[src/design/jeig_pkg.sv]
`timescale 1ns / 1ps
`default_nettype none

package jeig_pkg;

	// shared multiplier operand and product widths
	localparam int MUL_W  = 35;
	localparam int PROD_W = 70;

	// configuration register indexes
	localparam logic REG_ITER_LIMIT = 1'b0;
	localparam logic REG_TOLERANCE  = 1'b1;

	localparam logic signed [31:0] ONE_Q30 = 32'sh4000_0000;

	typedef enum logic [4:0] {
		ST_IDLE,
		ST_PIVOT,
		ST_HH,
		ST_VV,
		ST_SQ1,
		ST_SQ1W,
		ST_DV1,
		ST_DV1W,
		ST_TT,
		ST_DV2,
		ST_DV2W,
		ST_SQ2,
		ST_SQ2W,
		ST_CC,
		ST_SQ3,
		ST_SQ3W,
		ST_MAC_MUL,
		ST_MAC_ACC,
		ST_COPY,
		ST_OFF_MUL,
		ST_OFF_ACC,
		ST_OFF_CHK,
		ST_EMIT
	} state_t;

	typedef enum logic {
		DS_DIV,
		DS_SQRT
	} ds_mode_t;

	typedef struct packed {
		logic        start;
		ds_mode_t    mode;
		logic [63:0] x;
		logic [63:0] d;
	} ds_req_t;

	typedef struct packed {
		logic        done;
		logic [63:0] res;
	} ds_rsp_t;

	// entry (row, col) of the rotation matrix for pivot (p, q)
	function automatic logic signed [31:0] rot_entry(
		input logic [1:0] row,
		input logic [1:0] col,
		input logic [1:0] p,
		input logic [1:0] q,
		input logic signed [31:0] c,
		input logic signed [31:0] s
	);
		logic signed [31:0] r;
		begin
			if (row == col) begin
				r = (row == p || row == q) ? c : ONE_Q30;
			end else if (row == p && col == q) begin
				r = s;
			end else if (row == q && col == p) begin
				r = -s;
			end else begin
				r = '0;
			end
			return r;
		end
	endfunction

endpackage

`default_nettype wire

[src/design/jeig_mul.sv]
`timescale 1ns / 1ps
`default_nettype none

// registered signed multiplier shared by the whole sequencer
module jeig_mul (
	input  wire logic                                  clk,
	input  wire logic signed [jeig_pkg::MUL_W-1:0]     x,
	input  wire logic signed [jeig_pkg::MUL_W-1:0]     y,
	output logic signed [jeig_pkg::PROD_W-1:0]         p
);

	always_ff @(posedge clk) begin
		p <= x * y;
	end

endmodule

`default_nettype wire

[config.mk]
export PLATFORM = sky130hd
export DESIGN_NAME = jeig_mul
export DESIGN_NICKNAME = d
export VERILOG_FILES = /design/src/design/jeig_pkg.sv /design/src/design/jeig_mul.sv
export SDC_FILE = /design/constraint.sdc
export NUM_CORES = 2
export LEC_CHECK = 0
export BUFFER_PORTS_ARGS = -buffer_cell sky130_fd_sc_hd__buf_2
export CORE_MARGIN = 5
export CORE_UTILIZATION = 60
export CTS_CLUSTER_DIAMETER = 200
export DETAILED_ROUTE_END_ITERATION = 8
export PLACE_DENSITY = 0.75
export SLEW_MARGIN = 20
export SYNTH_ARGS = -nofsm -noshare
export SYNTH_HDL_FRONTEND = slang
export SYNTH_SLANG_ARGS = --single-unit
[constraint.sdc]
create_clock -name clk -period 11.6 [get_ports clk]
set_input_delay 1.74 -clock clk [delete_from_list [all_inputs] [get_ports clk]]
set_output_delay 1.74 -clock clk [all_outputs]
set_load 0.02 [all_outputs]
## After elaboration in Yosys (flattened, before gate mapping)

Cells that the tools add are included.
Widths: inputs -> output; s select.

| word-level totals | value |
|---|---|
| register bits after elaboration | 70 |
| word-level logic and storage cells | 2 |
| bits of input ports | 71 |
| output and inout port bits | 70 |

| operators by class | value |
|---|---|
| multipliers | 1 |

Operators with widths:

| kind | count |
|---|---|
| $mul 35x35->70 | 1 |

## Depth between registers and ports, before layout

| logic depth | value |
|---|---|
| word-level depth | 1 |
| gate-level depth with buffers | 30 |
| gate-level depth less buffers | 28 |

## Worst setup path before layout

OpenSTA, ideal clock, no wires.

| timing | value |
|---|---|
| kind | input-to-reg |
| start point | input port x[34] in the netlist's numbering |
| end point | register p[68] in the netlist's numbering |
| library setup time | 123 ps |
| cell stages on the path | 28 |
| required time | 11477 ps |
| path slack | 1872 ps |
| buffers on the path | 3 |
| data arrival time | 9605 ps |
| cells stage by stage | clkbuf_1 > clkbuf_1 > nand2_1 > inv_1 > fa_1 > fa_1 > fa_1 > inv_1 > fa_1 > inv_1 > fa_1 > fa_1 > fa_1 > inv_1 > fa_1 > inv_1 > ha_1 > buf_4 > a21o_1 > a21o_1 > a21oi_1 > o21ai_0 > a221o_1 > a21o_1 > a31oi_1 > o21a_1 > o21ai_1 > xor2_1 |

| between the ends | value |
|---|---|
| longest elaborated chain between the ends | 1 |

RTL lines:

| item | line | RTL |
|---|---|---|
| start: declaration | jeig_mul.sv:7 | `input wire logic signed [jeig_pkg::MUL_W-1:0] x,` |
| $mul 35x35->70 | jeig_mul.sv:13 | `p <= x * y;` |
| end signal: assignment | jeig_mul.sv:13 |  |
| end: declaration | jeig_mul.sv:9 | `output logic signed [jeig_pkg::PROD_W-1:0] p` |

No other way between the ends.

## Final worst setup path

Ends and elaborated chain as after synthesis.

==> qor.txt <==
Slew margin rel.: 0.360
Post-synth cell types: 71
Post-synthesis cell count: 4671
Initial Util: 0.603
Min-delay src: y[0]
Vias in the first global route: 35700
Core Area: 74300 um2
Final Hold Viols: 0
Die extent in y: 283 um
Total Wirelength: 115 mm
First-pass iteration count of the detailed router: 5
Reg with most FFs: p
Total CTS buffers: 9
Wire per inst: 20.6 um
Commonest cells after routing, fill and taps aside: 1310 x fa_1, 1158 x inv_1, 667 x and2_1
Critical path data required time: 11.83 ns
Core Util, Final: 0.620
Non-Filler Instances: 5560
Placed cell count: 5541
Post-synthesis cell area: 44800 um2
Yosys reg bits: 70
Top flop regs: p x70
Initial DRC count: 1971
Fraction of layout cells with a size suffix above 1: 0.0419
Die width: 283 um
Crit. End Element: register
Vias after detailed routing: 31060
Fin crit period: 10.03 ns
CTS tree: built
Initial antenna violation count: 8
Post-synth EDFFs: 0
CTS sink count: 70
Measured slew at the worst slew-check pin: 0.960 ns
Die Footprint: 80300 um2
Hpwl dp: 94.4 mm
Clock-pin slew on the worst setup and hold paths: 0.06 ns
Total negative slack: 0 ns
Layout area overhead: 2.82%
# rows: 100
Worst hold path class: input pin to register
Unrepaired setup endpoints after global routing: no
Worst setup path class: input pin to register
Syn. warnings: 0
Syn avg cell area: 9.60 um2
Tcrit/Tclk final: 0.865
Port Buffers: 140
CP max FO: 35
Commonest non-fill, non-tap cell in the layout: fa_1
Pins Over Slew Limit: 0
Max reg flops: 70
Async SR Flop Fraction: 0
Max-cap check violation count: 0
CTS max path bufs: 2
Critical path origin: x[34]
GRT Resource Usage Total: 0.298
Setup ws final: 1.57 ns
Number of remaining DRC errors: 0
Synth Net Count: 6260
Synth Flop Type: dfxtp_1
Final ANT Viol Nets: 0
Pin count of the biggest net entering global routing: 36
Startpoint types: input pin
GRT Residual Overflow: 0
Dpl ws: 1.30 ns
Max frequency: 99.7 MHz
CTS Hold Bufs: 0
GPL Wtd Cong: 0.941
CTS resizes: 0
CTS H-tree depth: 3
Fin nets: 6172
# setup viols final: 0
Post-CTS Setup Inserts: 0
Status: finished clean
Vias/cell: 5.59
Sequential area share after synthesis: 0.0313
Worst Path Arrival: 10.26 ns
Worst Setup EP: p[68]
CTS root buffer: clkbuf_16
I/O pin count: 141
First-pass GRT wire length: 189 mm
metrics by stage:
stage / hold WS (ns) / instance area [um2]
5_1_grt: 1.99 / 46100
6_report: 2.00 / 46100
4_1_cts: 1.97 / 46100
2_1_floorplan: 1.87 / 44800
3_5_place_dp: 2.16 / 45800
3_3_place_gp: 2.16 / 45800
worst max-delay path, stage by stage:
cell     delay [ns]
buf_2          0.51
nand2_1        0.19
inv_1          0.17
fa_1           0.50
fa_1           0.57
fa_1           0.53
buf_4          0.23
inv_1          0.10
fa_1           0.82
inv_1          0.40
fa_1           0.56
fa_1           0.52
fa_1           0.49
inv_1          0.05
fa_1           0.48
inv_1          0.04
ha_1           0.38
a21o_1         0.21
a21o_1         0.16
a21oi_1        0.20
o21ai_0        0.11
a221o_1        0.35
a21o_1         0.21
a31oi_1        0.32
o21a_1         0.18
o21ai_1        0.07
xor2_1         0.14
cell type report:
type | instances | area, um2
multi-input combinational | 3191 | 38000
fill | 6205 | 28200
inverter | 1159 | 4350
sequential | 70 | 1400
tap | 969 | 1210
timing repair buffer | 152 | 791
clock buffer | 10 | 239
clock inverter | 5 | 60.1
antenna | 4 | 10.0
kinds of logic (layout without fill, tap and decap cells):
group / count (synthesis) / count (layout) / share of synthesized area
AOI/OAI and AO/OA: 229 / 229 / 0.0335
adders and majority gates: 1518 / 1518 / 0.643
DFF: 70 / 70 / 0.0313
and+or+nand+nor: 1365 / 1365 / 0.156
buffers and inverters: 1410 / 1326 / 0.120
xor gates and xnor gates: 79 / 79 / 0.0154
other: 0 / 4 / 0
worst min path at each step:
stage / endpoint / cells after the start / slack [ns]
finish: p[0] / 2 / 2.00
CTS: p[0] / 2 / 1.97
floorplan: p[0] / 1 / 1.87
global route: p[0] / 2 / 1.99
detailed placement: p[3] / 1 / 2.16
global placement: p[18] / 1 / 2.16
Yosys cell counts (all sizes together) (8+ instances only):
cell type,count,share of area
fa,1311,0.59
inv,1159,0.097
and2,667,0.093
nand2,569,0.048
clkbuf,231,0.020
ha,207,0.058
a21oi,76,0.0086
dfxtp,70,0.031
xnor2,54,0.011
nor2,53,0.0045
o21ai,48,0.0056
a21o,39,0.0066
xor2,25,0.0049
buf,19,0.0036
nand4,17,0.0025
nand2b,15,0.0021
and3,12,0.0017
o21bai,12,0.0020
nand3,9,0.0012
o21a,9,0.0015
a31oi,8,0.0011
routing by layer:
metal / part of all wire / vias to the layer above / global-route usage
met5: 0.00028 / - / 0
met4: 0.067 / 4 / 0.159
met3: 0.064 / 393 / 0.0438
met2: 0.52 / 1328 / 0.524
met1: 0.35 / 16289 / 0.358
li1: - / 13046 / -
Power is left out: the tool's default activity adds up to more than one toggle a clock period on the data nets, which glitch-free logic cannot reach.
